$ cat src/rtl/sbs_pkg.sv
// Types, constants and helpers of the scan breakpoint segmenter.
package sbs_pkg;

  // Sequencer states
  typedef enum logic [3:0] {
    ST_IDLE,
    ST_ANGLE,
    ST_GAIN,
    ST_ROT,
    ST_ROUND,
    ST_SQX,
    ST_SQY,
    ST_SQJ,
    ST_UPDATE
  } sbs_state_e;

  // Register indexes (paddr[3:2])
  localparam logic [1:0] REG_START_ANGLE = 2'd0;
  localparam logic [1:0] REG_ANGLE_STEP  = 2'd1;
  localparam logic [1:0] REG_JOIN_DIST   = 2'd2;

  localparam logic [15:0] START_ANGLE_RST = 16'hC000;
  localparam logic [11:0] ANGLE_STEP_RST  = 12'd46;
  localparam logic [15:0] JOIN_DIST_RST   = 16'd52;

  // Field widths and result packing, lowest bit first
  localparam int RANGE_W    = 16;
  localparam int IDX_W      = 12;
  localparam int SEGNUM_W   = 12;
  localparam int COORD_W    = 17;
  localparam int COUNT_W    = 13;
  localparam int OFS_FX     = SEGNUM_W;
  localparam int OFS_FY     = OFS_FX + COORD_W;
  localparam int OFS_LX     = OFS_FY + COORD_W;
  localparam int OFS_LY     = OFS_LX + COORD_W;
  localparam int OFS_CNT    = OFS_LY + COORD_W;
  localparam int OUT_BITS   = OFS_CNT + COUNT_W;
  localparam int OUT_DATA_W = ((OUT_BITS + 7) / 8) * 8;

  // CORDIC datapath
  localparam int XY_W    = 35;  // x, y in Q16 mm with headroom for gain growth
  localparam int Z_W     = 34;  // residual angle, 2^-32 turn
  localparam int STEP_W  = 5;
  localparam int ATAN_N  = 24;
  localparam logic [29:0] GAIN_Q30 = 30'd652032874;  // 1/1.6468 in Q30
  localparam logic signed [19:0] COORD_MAX = 20'sd65535;

  // atan(2^-i) in 2^-32 turn
  localparam logic [29:0] ATAN_TURN32 [ATAN_N] = '{
    30'h20000000, 30'h12E4051E, 30'h09FB385B, 30'h051111D4, 30'h028B0D43, 30'h0145D7E1,
    30'h00A2F61E, 30'h00517C55, 30'h0028BE53, 30'h00145F2F, 30'h000A2F98, 30'h000517CC,
    30'h00028BE6, 30'h000145F3, 30'h0000A2FA, 30'h0000517D, 30'h000028BE, 30'h0000145F,
    30'h00000A30, 30'h00000518, 30'h0000028C, 30'h00000146, 30'h000000A3, 30'h00000051
  };

  function automatic logic signed [COORD_W-1:0] sat_coord(input logic signed [19:0] v);
    logic signed [COORD_W-1:0] r;
    if (v > COORD_MAX) begin
      r = COORD_W'(COORD_MAX);
    end else if (v < -COORD_MAX) begin
      r = COORD_W'(-COORD_MAX);
    end else begin
      r = v[COORD_W-1:0];
    end
    return r;
  endfunction

endpackage

$ cat src/rtl/scan_breakpoint_segmenter_top.sv
// Laser scan breakpoint segmenter: polar samples to xy, gap test, segment results.
//
// Channel  | Dir | Handshake               | Payload
// ---------+-----+-------------------------+-------------------------------------------
// s_axis   | in  | tvalid/tready           | tdata=range_mm, tuser=range_valid,
//          |     |                         | tlast=scan_last
// m_axis   | out | tvalid/tready           | tdata=segment fields, tlast=segment_scan_end
// apb      | in  | psel/penable/pwrite     | 0x0 start_angle, 0x4 angle_step,
//          |     | (pready tied high)      | 0x8 join_distance_mm
//
// A valid sample occupies the block from accept to accept: angle multiply,
// gain multiply, one CORDIC step per cycle on the shared shift/add unit,
// rounding, three squares on the shared multiplier and the segment update.
// The first valid point of a scan skips the squares. An invalid sample goes
// straight from accept to the segment update.
// The update waits while a previous result still sits unread in the output
// register. Reset is asynchronous, active low; no clearing pass is needed.
module scan_breakpoint_segmenter_top #(
  parameter int MAX_SAMPLES  = 4096,
  parameter int RANGE_BITS   = 16,
  parameter int CORDIC_STEPS = 16
) (
  input  logic                           clk_i,
  input  logic                           rst_ni,
  // sample stream
  input  logic                           s_axis_tvalid,
  output logic                           s_axis_tready,
  input  logic [sbs_pkg::RANGE_W-1:0]    s_axis_tdata,   // [15:0] range_mm
  input  logic                           s_axis_tuser,   // [0] range_valid
  input  logic                           s_axis_tlast,   // scan_last
  // segment stream
  output logic                           m_axis_tvalid,
  input  logic                           m_axis_tready,
  // [11:0] segment_number, [28:12] first_x_mm, [45:29] first_y_mm,
  // [62:46] last_x_mm, [79:63] last_y_mm, [92:80] point_count, [95:93] zero
  output logic [sbs_pkg::OUT_DATA_W-1:0] m_axis_tdata,
  output logic                           m_axis_tlast,   // segment_scan_end
  // configuration
  input  logic                           psel,
  input  logic                           penable,
  input  logic                           pwrite,
  input  logic [3:0]                     paddr,
  input  logic [31:0]                    pwdata,
  output logic [31:0]                    prdata,
  output logic                           pready
);
  import sbs_pkg::*;

  localparam int STEPS = (CORDIC_STEPS > ATAN_N) ? ATAN_N : CORDIC_STEPS;
  localparam longint RMAX = (64'd1 << RANGE_BITS) - 64'd1;
  localparam int CAP_INT = (MAX_SAMPLES < 8191) ? MAX_SAMPLES : 8191;
  localparam logic [COUNT_W-1:0] SEG_CAP = COUNT_W'(CAP_INT);

  // ---------------------------------------------------------------- config
  logic [15:0] start_angle_q;
  logic [11:0] angle_step_q;
  logic [15:0] join_dist_q;
  logic        cfg_wr;

  assign pready = 1'b1;
  assign cfg_wr = psel & penable & pwrite;

  always_comb begin
    unique case (paddr[3:2])
      REG_START_ANGLE: prdata = {16'b0, start_angle_q};
      REG_ANGLE_STEP:  prdata = {20'b0, angle_step_q};
      REG_JOIN_DIST:   prdata = {16'b0, join_dist_q};
      default:         prdata = 32'b0;
    endcase
  end

  // ---------------------------------------------------------------- state
  sbs_state_e state_q, state_d;
  logic [STEP_W-1:0] step_q;

  logic [IDX_W-1:0]          idx_q;
  logic                      have_prev_q;
  logic signed [COORD_W-1:0] prev_x_q, prev_y_q, first_x_q, first_y_q;
  logic [COUNT_W-1:0]        count_q;
  logic [SEGNUM_W-1:0]       serial_q;

  // latched sample and datapath
  logic [RANGE_W-1:0]        r_q;
  logic                      r_valid_q, r_last_q;
  logic [15:0]               ang_q;
  logic signed [XY_W-1:0]    x_q, y_q;
  logic signed [Z_W-1:0]     z_q;
  logic signed [COORD_W-1:0] px_q, py_q;
  logic [35:0]               acc_q;
  logic [31:0]               jsq_q;

  // output register
  logic                  m_valid_q;
  logic [OUT_DATA_W-1:0] out_data_q;
  logic                  out_last_q;

  assign m_axis_tvalid = m_valid_q;
  assign m_axis_tdata  = out_data_q;
  assign m_axis_tlast  = out_last_q;

  // ---------------------------------------------------------------- control
  logic in_acc, upd_go, last_step;

  assign in_acc    = s_axis_tvalid & s_axis_tready;
  assign last_step = (step_q == STEP_W'(STEPS - 1));

  always_comb begin
    s_axis_tready = (state_q == ST_IDLE);
    upd_go        = (state_q == ST_UPDATE) && (!m_valid_q || m_axis_tready);
  end

  always_comb begin
    state_d = state_q;
    unique case (state_q)
      ST_IDLE:   if (in_acc) state_d = s_axis_tuser ? ST_ANGLE : ST_UPDATE;
      ST_ANGLE:  state_d = ST_GAIN;
      ST_GAIN:   state_d = ST_ROT;
      ST_ROT:    if (last_step) state_d = ST_ROUND;
      ST_ROUND:  state_d = have_prev_q ? ST_SQX : ST_UPDATE;
      ST_SQX:    state_d = ST_SQY;
      ST_SQY:    state_d = ST_SQJ;
      ST_SQJ:    state_d = ST_UPDATE;
      ST_UPDATE: if (upd_go) state_d = ST_IDLE;
      default:   state_d = ST_IDLE;
    endcase
  end

  // ---------------------------------------------------------------- shared multiplier
  logic signed [17:0] dx, dy, mul_a;
  logic signed [30:0] mul_b;
  logic signed [48:0] prod;

  assign dx = {px_q[COORD_W-1], px_q} - {prev_x_q[COORD_W-1], prev_x_q};
  assign dy = {py_q[COORD_W-1], py_q} - {prev_y_q[COORD_W-1], prev_y_q};

  always_comb begin
    case (state_q)
      ST_ANGLE: begin
        mul_a = 18'({6'b0, idx_q});
        mul_b = 31'({19'b0, angle_step_q});
      end
      ST_GAIN: begin
        mul_a = 18'({2'b0, r_q});
        mul_b = 31'({1'b0, GAIN_Q30});
      end
      ST_SQX: begin
        mul_a = dx;
        mul_b = 31'(dx);
      end
      ST_SQY: begin
        mul_a = dy;
        mul_b = 31'(dy);
      end
      ST_SQJ: begin
        mul_a = 18'({2'b0, join_dist_q});
        mul_b = 31'({15'b0, join_dist_q});
      end
      default: begin
        mul_a = '0;
        mul_b = '0;
      end
    endcase
  end

  assign prod = mul_a * mul_b;

  // ---------------------------------------------------------------- CORDIC step unit
  logic signed [XY_W-1:0] sh_x, sh_y;
  logic signed [Z_W-1:0]  atan_z;

  assign sh_x   = y_q >>> step_q;
  assign sh_y   = x_q >>> step_q;
  assign atan_z = Z_W'({1'b0, ATAN_TURN32[step_q]});

  // rounding and quadrant fold; the shift keeps the sign of small negative results
  logic signed [XY_W-1:0] x_rnd, y_rnd;
  logic signed [19:0]     xr, yr, tx, ty;

  assign x_rnd = x_q + XY_W'(32768);
  assign y_rnd = y_q + XY_W'(32768);
  assign xr    = 20'(x_rnd >>> 16);
  assign yr    = 20'(y_rnd >>> 16);

  always_comb begin
    case (ang_q[15:14])
      2'd1:    begin tx = -yr; ty = xr;  end
      2'd2:    begin tx = -xr; ty = -yr; end
      2'd3:    begin tx = yr;  ty = -xr; end
      default: begin tx = xr;  ty = yr;  end
    endcase
  end

  // range clamp to the configured width
  logic [RANGE_W-1:0] r_in;
  assign r_in = (64'(s_axis_tdata) > RMAX) ? RANGE_W'(RMAX) : s_axis_tdata;

  // ---------------------------------------------------------------- segment update
  logic                      joined, brk, emit, prev_upd, new_seg;
  logic [COUNT_W-1:0]        cnt_after;
  logic signed [COORD_W-1:0] first_x_n, first_y_n, prev_x_n, prev_y_n;
  logic [IDX_W:0]            idx_inc;
  logic [IDX_W-1:0]          idx_wrap;
  logic [OUT_BITS-1:0]       out_pack;

  always_comb begin
    joined   = acc_q < {4'b0, jsq_q};
    brk      = r_valid_q && have_prev_q && !joined;
    new_seg  = r_valid_q && (!have_prev_q || brk);
    emit     = brk || r_last_q;
    prev_upd = r_valid_q && !(brk && r_last_q);

    if (!r_valid_q) begin
      cnt_after = count_q;
    end else if (new_seg) begin
      cnt_after = COUNT_W'(1);
    end else if (count_q < SEG_CAP) begin
      cnt_after = count_q + COUNT_W'(1);
    end else begin
      cnt_after = count_q;
    end

    first_x_n = new_seg  ? px_q : first_x_q;
    first_y_n = new_seg  ? py_q : first_y_q;
    prev_x_n  = prev_upd ? px_q : prev_x_q;
    prev_y_n  = prev_upd ? py_q : prev_y_q;

    idx_inc  = {1'b0, idx_q} + (IDX_W + 1)'(1);
    idx_wrap = (32'(idx_inc) >= 32'(MAX_SAMPLES)) ? '0 : idx_inc[IDX_W-1:0];

    // break closes the old segment; else the scan end closes the open or an empty one
    if (brk) begin
      out_pack = {count_q, prev_y_q, prev_x_q, first_y_q, first_x_q, serial_q};
    end else if (cnt_after == '0) begin
      out_pack = {{(OUT_BITS - SEGNUM_W){1'b0}}, serial_q};
    end else begin
      out_pack = {cnt_after, prev_y_n, prev_x_n, first_y_n, first_x_n, serial_q};
    end
  end

  // ---------------------------------------------------------------- registers
  always_ff @(posedge clk_i or negedge rst_ni) begin
    if (!rst_ni) begin
      state_q       <= ST_IDLE;
      step_q        <= '0;
      start_angle_q <= START_ANGLE_RST;
      angle_step_q  <= ANGLE_STEP_RST;
      join_dist_q   <= JOIN_DIST_RST;
      idx_q         <= '0;
      have_prev_q   <= 1'b0;
      prev_x_q      <= '0;
      prev_y_q      <= '0;
      first_x_q     <= '0;
      first_y_q     <= '0;
      count_q       <= '0;
      serial_q      <= '0;
      m_valid_q     <= 1'b0;
    end else begin
      state_q <= state_d;

      if (cfg_wr) begin
        unique case (paddr[3:2])
          REG_START_ANGLE: start_angle_q <= pwdata[15:0];
          REG_ANGLE_STEP:  angle_step_q  <= pwdata[11:0];
          REG_JOIN_DIST:   join_dist_q   <= pwdata[15:0];
          default: ;
        endcase
      end

      if (state_q == ST_GAIN) begin
        step_q <= '0;
      end else if (state_q == ST_ROT) begin
        step_q <= step_q + STEP_W'(1);
      end

      if (upd_go) begin
        prev_x_q  <= prev_x_n;
        prev_y_q  <= prev_y_n;
        first_x_q <= first_x_n;
        first_y_q <= first_y_n;
        if (r_last_q) begin
          idx_q       <= '0;
          have_prev_q <= 1'b0;
          count_q     <= '0;
          serial_q    <= '0;
        end else begin
          idx_q       <= idx_wrap;
          have_prev_q <= have_prev_q | r_valid_q;
          count_q     <= cnt_after;
          serial_q    <= brk ? serial_q + SEGNUM_W'(1) : serial_q;
        end
      end

      if (upd_go && emit) begin
        m_valid_q <= 1'b1;
      end else if (m_axis_tready) begin
        m_valid_q <= 1'b0;
      end
    end
  end

  always_ff @(posedge clk_i) begin
    if (in_acc) begin
      r_q       <= r_in;
      r_valid_q <= s_axis_tuser;
      r_last_q  <= s_axis_tlast;
    end

    case (state_q)
      ST_ANGLE: ang_q <= start_angle_q + prod[15:0];
      ST_GAIN: begin
        x_q <= XY_W'({1'b0, prod[45:14]});
        y_q <= '0;
        z_q <= Z_W'({ang_q[13:0], 16'b0});
      end
      ST_ROT: begin
        if (!z_q[Z_W-1]) begin
          x_q <= x_q - sh_x;
          y_q <= y_q + sh_y;
          z_q <= z_q - atan_z;
        end else begin
          x_q <= x_q + sh_x;
          y_q <= y_q - sh_y;
          z_q <= z_q + atan_z;
        end
      end
      ST_ROUND: begin
        px_q <= sat_coord(tx);
        py_q <= sat_coord(ty);
      end
      ST_SQX: acc_q <= 36'(prod[34:0]);
      ST_SQY: acc_q <= acc_q + 36'(prod[34:0]);
      ST_SQJ: jsq_q <= prod[31:0];
      default: ;
    endcase

    if (upd_go && emit) begin
      out_data_q <= OUT_DATA_W'(out_pack);
      out_last_q <= r_last_q;
    end
  end

endmodule

$ cat config.mk
export PLATFORM = sky130hd
export DESIGN_NAME = scan_breakpoint_segmenter_top
export DESIGN_NICKNAME = d
export VERILOG_FILES = /design/src/rtl/sbs_pkg.sv /design/src/rtl/scan_breakpoint_segmenter_top.sv
export SDC_FILE = /design/constraint.sdc
export NUM_CORES = 2
export LEC_CHECK = 0
export CAP_MARGIN = 15
export CORE_MARGIN = 3
export CORE_UTILIZATION = 60
export DETAILED_ROUTE_END_ITERATION = 10
export DONT_BUFFER_PORTS = 1
export GPL_ROUTABILITY_DRIVEN = 0
export PLACE_DENSITY = 0.85
export SLEW_MARGIN = 20
export SYNTH_ARGS = -nofsm -noshare
export SYNTH_HDL_FRONTEND = slang
export SYNTH_SLANG_ARGS = --single-unit
$ cat constraint.sdc
create_clock -name clk_i -period 18.8 [get_ports clk_i]
set_input_delay 0.94 -clock clk_i [delete_from_list [all_inputs] [get_ports clk_i]]
set_output_delay 0.94 -clock clk_i [all_outputs]
set_load 0.05 [all_outputs]
## After elaboration in Yosys (flattened, before gate mapping)

Memories as Yosys holds them, arrays and structs flattened.
Index checks and enable logic that the tools add are counted.

| cells by class | value |
|---|---|
| add/sub/neg operators | 18 |
| multipliers | 1 |
| order comparisons | 8 |
| equal/unequal tests | 17 |
| shifts and indexed selects | 2 |
| muxes and demuxes | 41 |
| bitwise gates (word level) | 5 |
| reduce and logical (&&, ||, !) cells | 28 |

Operator list:

| operator | number |
|---|---|
| 93-bit 2-to-1 mux | 2 |
| 31-bit case mux with 5 select lines | 1 |
| 35-bit case mux with 2 select lines | 2 |
| 20-bit case mux with 3 select lines | 2 |
| 17-bit 2-to-1 mux | 6 |
| 18-bit case mux with 5 select lines | 1 |
| 36-bit case mux with 2 select lines | 1 |
| 35-bit by 17-bit adder with 35-bit output, second input constant | 2 |
| 35-bit adder | 2 |
| 35-bit 2-to-1 mux | 2 |
| 35-bit by 5-bit >>> shifter with 35-bit output | 2 |
| 35-bit subtractor | 2 |
| 34-bit case mux with 2 select lines | 1 |
| 30-bit 2-to-1 mux | 2 |
| 13-bit 2-to-1 mux | 4 |
| 12-bit 2-to-1 mux | 4 |
| 16-bit case mux with 3 select lines | 1 |
| 18-bit by 31-bit multiplier with 46-bit output | 1 |
| 20-bit by 17-bit > comparator with 1-bit output, second input constant | 2 |
| 20-bit by 17-bit < comparator with 1-bit output, second input constant | 2 |
| 19-bit negator with 20-bit output | 2 |
| 36-bit by 35-bit adder with 36-bit output | 1 |
| 36-bit by 32-bit < comparator with 1-bit output | 1 |
| 4-bit case mux with 9 select lines | 1 |
| 37 further kinds | 73 |

| word-level totals | value |
|---|---|
| register bits after elaboration | 494 |
| bits in read-only memories | 960 |
| bits of input ports | 61 |
| memories | 1 |

Memories:

| memory | depth | width | read ports | clocked after Yosys merged registers in | write ports | RTL line | text |
|---|---|---|---|---|---|---|---|
| (name not given) | 32 | 30 | 1 | 0 | 0 | scan_breakpoint_segmenter_top.sv:173 | `assign atan_z = Z_W'({1'b0, ATAN_TURN32[step_q]});` |

## Longest topological paths before layout

| depth | value |
|---|---|
| depth in word-level cells | 10 |
| depth in mapped cells | 47 |

## Least setup slack after synthesis

OpenSTA, ideal clock, no wires.

| timing | value |
|---|---|
| path kind | reg-to-reg |
| start point | reg py_q[5] |
| end point | reg acc_q[34], data pin |
| arrival | 10244 ps |
| setup slack | 8297 ps |
| cell stages (with the launch flop) | 43 |
| buffers on the path | 2 |
| cells stage by stage | edfxtp_1 > ha_1 > or2_2 > a21oi_1 > a31oi_1 > a41oi_1 > nand2b_1 > a21oi_1 > xor2_1 > nor2_1 > a211oi_1 > and2_1 > clkbuf_1 > nor2_1 > fa_1 > inv_1 > fa_1 > fa_1 > [... 7 more ...] > a21o_1 > a21oi_1 > nor2_1 > or4b_2 > o211a_1 > o21ai_0 > a21boi_0 > a311o_1 > ha_1 > clkbuf_1 > a21o_1 > a21o_1 > a21oi_1 > o2111ai_1 > a41o_1 > a21oi_1 > mux2i_1 > a211o_1 |

| between the ends | value |
|---|---|
| cells in the longest elaborated chain, start to end | 5 |

RTL lines:

| element | RTL line | text |
|---|---|---|
| start, declared | scan_breakpoint_segmenter_top.sv:88 | `logic signed [COORD_W-1:0] px_q, py_q;` |
| start signal, assigned | scan_breakpoint_segmenter_top.sv:328 | `py_q <= sat_coord(ty);` |
| 17-bit by 17-bit subtractor with 18-bit output (*) | scan_breakpoint_segmenter_top.sv:134 | `assign dy = {py_q[COORD_W-1], py_q} - {prev_y_q[COORD_W-1], prev_y_q};` |
| 18-bit case mux with 5 select lines or 31-bit case mux with 5 select lines (tied branches) | scan_breakpoint_segmenter_top.sv:137 | `case (state_q)` |
| 18-bit by 31-bit multiplier with 46-bit output (*) | scan_breakpoint_segmenter_top.sv:165 | `assign prod = mul_a * mul_b;` |
| named net prod[26] | scan_breakpoint_segmenter_top.sv:131 | `logic signed [48:0] prod;` |
| 36-bit by 35-bit adder with 36-bit output (*) | scan_breakpoint_segmenter_top.sv:331 | `ST_SQY: acc_q <= acc_q + 36'(prod[34:0]);` |
| 36-bit case mux with 2 select lines (*) | scan_breakpoint_segmenter_top.sv:308 | `case (state_q)` |
| end signal, assigned | scan_breakpoint_segmenter_top.sv:330 | `ST_SQX: acc_q <= 36'(prod[34:0]);` |
| end signal, assigned | scan_breakpoint_segmenter_top.sv:331 |  |
| end, declared | scan_breakpoint_segmenter_top.sv:89 | `logic [35:0] acc_q;` |

Mark *: on every way through the listed nets, which the timed path passes. The rest lies on a longest branch.
A chain may end at the register's enable or synchronous reset.

## Final worst setup path

| timing | value |
|---|---|
| start point | reg prev_y_q[1] |
| end point | reg acc_q[34], data pin |

| between the ends | value |
|---|---|
| cells in the longest elaborated chain, start to end | 5 |

RTL lines:

| element | RTL line | text |
|---|---|---|
| start, declared | scan_breakpoint_segmenter_top.sv:78 | `logic signed [COORD_W-1:0] prev_x_q, prev_y_q, first_x_q, first_y_q;` |
| start signal, assigned | scan_breakpoint_segmenter_top.sv:277 | `prev_y_q <= prev_y_n;` |
| 17-bit by 17-bit subtractor with 18-bit output (*) | scan_breakpoint_segmenter_top.sv:134 |  |
| 18-bit case mux with 5 select lines or 31-bit case mux with 5 select lines (tied branches) | scan_breakpoint_segmenter_top.sv:137 |  |
| 18-bit by 31-bit multiplier with 46-bit output (*) | scan_breakpoint_segmenter_top.sv:165 |  |
| named net prod[26] | scan_breakpoint_segmenter_top.sv:131 |  |
| 36-bit by 35-bit adder with 36-bit output (*) | scan_breakpoint_segmenter_top.sv:331 |  |
| 36-bit case mux with 2 select lines (*) | scan_breakpoint_segmenter_top.sv:308 |  |

Marked as above.

==> flow_metrics.env <==
export IMPL_worst_ep_arrival_time_ps=12670
export IMPL_ys_ff_latch=494
export IMPL_drc=0
export IMPL_hold_class="input pin to async pin"
export IMPL_overflow=0
export IMPL_grt_pass1_wl_microns=254200
export IMPL_ys_types=107
export IMPL_skew_ps=61.20
export IMPL_synth_cells=6024
export IMPL_ant_nets=0
export IMPL_fin_setup_tns_ps=0
export IMPL_setup_violations=0
export IMPL_startpoint_type="flop"
export IMPL_drv_slew=0
export IMPL_rows=111
export IMPL_critical_path_class="flop to flop"
export IMPL_layout_nets=6758
export IMPL_htreeDepth=2
export IMPL_synth_top_flop_cell="edfxtp_1"
export IMPL_antenna_found_initial=3
export IMPL_grt_usage_pct=32.40
export IMPL_grt_pass1_vias=47240
export IMPL_core_area_sq_um=92500
export IMPL_die_h_microns=312.9
export IMPL_portBuffers=0
export IMPL_setup_slack_ps=6539
export IMPL_initial_core_util_pct=61.08
export IMPL_die_area_sq_um=97880
export IMPL_via_count=47260
export IMPL_clock_sinks=494
export IMPL_postSynthAreaPerCell_sq_um=9.378
export IMPL_viasPerCell=6.610
export IMPL_grt_max_degree=139
export IMPL_die_x_microns=312.9
export IMPL_min_period_over_period_pct=65.22
export IMPL_outcome="finished clean"
export IMPL_hold_ws_ps=99.46
export IMPL_ys_warn_count=0
export IMPL_post_cts_resized=0
export IMPL_ys_seq_area_share_pct=24.86
export IMPL_rsz0062_at_grt="no"
export IMPL_synth_edf_count=334
export IMPL_worst_path_buf_inv=10
export IMPL_root_buffer="clkbuf_16"
export IMPL_boundaryPins=193
export IMPL_drive_above_1_share_pct=8.707
export IMPL_postCtsHoldBufs=2
export IMPL_maxSlewHeadroom_pct=16.59
export IMPL_cp_top_family="compound AO/OA/AOI/OAI gates"
export IMPL_clock_path_buffers=3
export IMPL_dr_pass1_iters=8
export IMPL_crit_path_end_kind="flop"
export IMPL_critical_path_max_stage_delay_ps=720
export IMPL_tightest_slew_ps=1251
export IMPL_final_common_cell="inv_1"
export IMPL_period_needed_ps=12260
export IMPL_worstSkewPairLatency_ps=680
export IMPL_syn_area_sq_um=56500
export IMPL_drt_total_wl_microns=161100
export IMPL_hold_viol=0
export IMPL_syn2layout_area_growth_pct=5.063
export IMPL_path_common_cell="inv_1"
export IMPL_mostFrequentLayoutCells="726 x inv_1, 522 x nor2_1, 513 x nand2_1"
export IMPL_crit_required_ps=19210
export IMPL_crit_path_max_fanout=24
export IMPL_pre_cts_ws_ps=6714
export IMPL_crit_slowest_cell="nand2_1"
export IMPL_cts_tree="done"
export IMPL_post_cts_buffers=0
export IMPL_wire_per_inst_microns=22.54
export IMPL_cts_buffers=51
export IMPL_ys_async_sr_fraction_pct=32.39
export IMPL_max_freq_mhz=81.56
export IMPL_cts_reportedPaths_clkPinSlew_ps=70
export IMPL_max_cap_violations=0
export IMPL_hpwl_microns=122200
export IMPL_drt_iter0_markers=5887
==> cell families (layout without fill, tap and decap cells) <==
kind of cell / Yosys count / after routing / share of synthesized area [%]
AO/OA/AOI/OAI: 1305 / 1305 / 15.05
XOR/XNOR: 350 / 350 / 5.450
adder cells (fa/ha/maj): 837 / 837 / 24.94
buffers and inverters: 1041 / 900 / 7.289
flip-flops: 494 / 494 / 24.86
multiplexers: 364 / 364 / 8.972
other: 2 / 25 / 0.01329
AND/OR/NAND/NOR: 1631 / 1631 / 13.43
==> state kept, by name (all words and copies together), names as in the netlist, 32 cells and up <==
name          flops
z_q              34
y_q              35
jsq_q            32
x_q              35
m_axis_tdata     93
acc_q            36
==> layout make-up <==
cell class / count / area, sq um
Antenna cell: 3 / 7.507
Clock buffer: 70 / 1524
Clock inverter: 26 / 320.3
Fill cell: 6945 / 33140
Inverter: 736 / 2765
Multi-Input combinational cell: 4509 / 38600
Sequential cell: 494 / 14050
Tap cell: 1243 / 1555
Timing Repair Buffer: 68 / 528.0
==> cells in the mapped netlist (30+ instances only) <==
cell,count,area (sq um)
mux4_2,98,2207
nand4_1,55,344.1
a21oi_1,339,1697
buf_4,30,225.2
edfxtp_1,334,10030
a22o_1,37,324.1
buf_2,47,235.2
and4_1,30,262.8
nor2b_1,33,206.5
fa_1,482,9649
o21ai_0,293,1466
a21o_1,128,960.9
o21a_1,33,247.7
nand2b_1,42,262.8
buf_1,33,123.9
o21bai_1,38,285.3
a211oi_1,65,488.0
mux2i_1,107,1071
mux2_2,158,1779
ha_1,355,4442
inv_1,729,2736
a31oi_1,72,450.4
dfrtp_1,151,3779
nand3_1,121,605.6
nand2_1,514,1929
xor2_1,149,1305
nor2_1,525,1971
and2_1,47,294.0
nor3_1,93,465.5
and3_1,50,312.8
xnor2_1,200,1752
clkbuf_1,189,709.4
==> metrics by stage <==
step / cell area [sq um] / std cells / util [%]
final: 59360 / 7149 / 64.17
after global routing: 59350 / 7146 / 64.16
after CTS: 59310 / 7144 / 64.12
after detailed placement: 57430 / 7046 / 62.09
after global placement: 57420 / 7046 / 62.08
after floorplan: 56570 / 6044 / -
==> routing by layer <==
layer | part of all wire (%) | global-route usage (%)
met5 | 0.025 | 0
met4 | 6.5 | 18.17
met3 | 12 | 6.969
met2 | 47 | 53.43
met1 | 35 | 39.66
==> worst reg2reg max path, delay by kind of cell, from the launching register on <==
family	cells	cell delay, ps
flip-flops	1	410
AND/OR/NAND/NOR	6	2320
adder cells (fa/ha/maj)	9	3530
buffers and inverters	10	1150
multiplexers	1	90
AO/OA/AOI/OAI	18	4470
==> final timing paths <==
path,to,slack [ps],cells after the start,from
hold / removal,angle_step_q[1],100,0,rst_ni
max in group asynchronous,step_q[1],17180,1,rst_ni
setup / recovery,acc_q[34],6540,44,prev_y_q[1]
setup reg to reg,acc_q[34],6540,44,prev_y_q[1]
min in group clk_i,r_valid_q,360,0,s_axis_tuser
hold reg to reg,m_axis_tdata[11],510,0,serial_q[11]
Power is not shown: default switching activity piles up to over one toggle a cycle in this logic, so the estimate is an artifact.
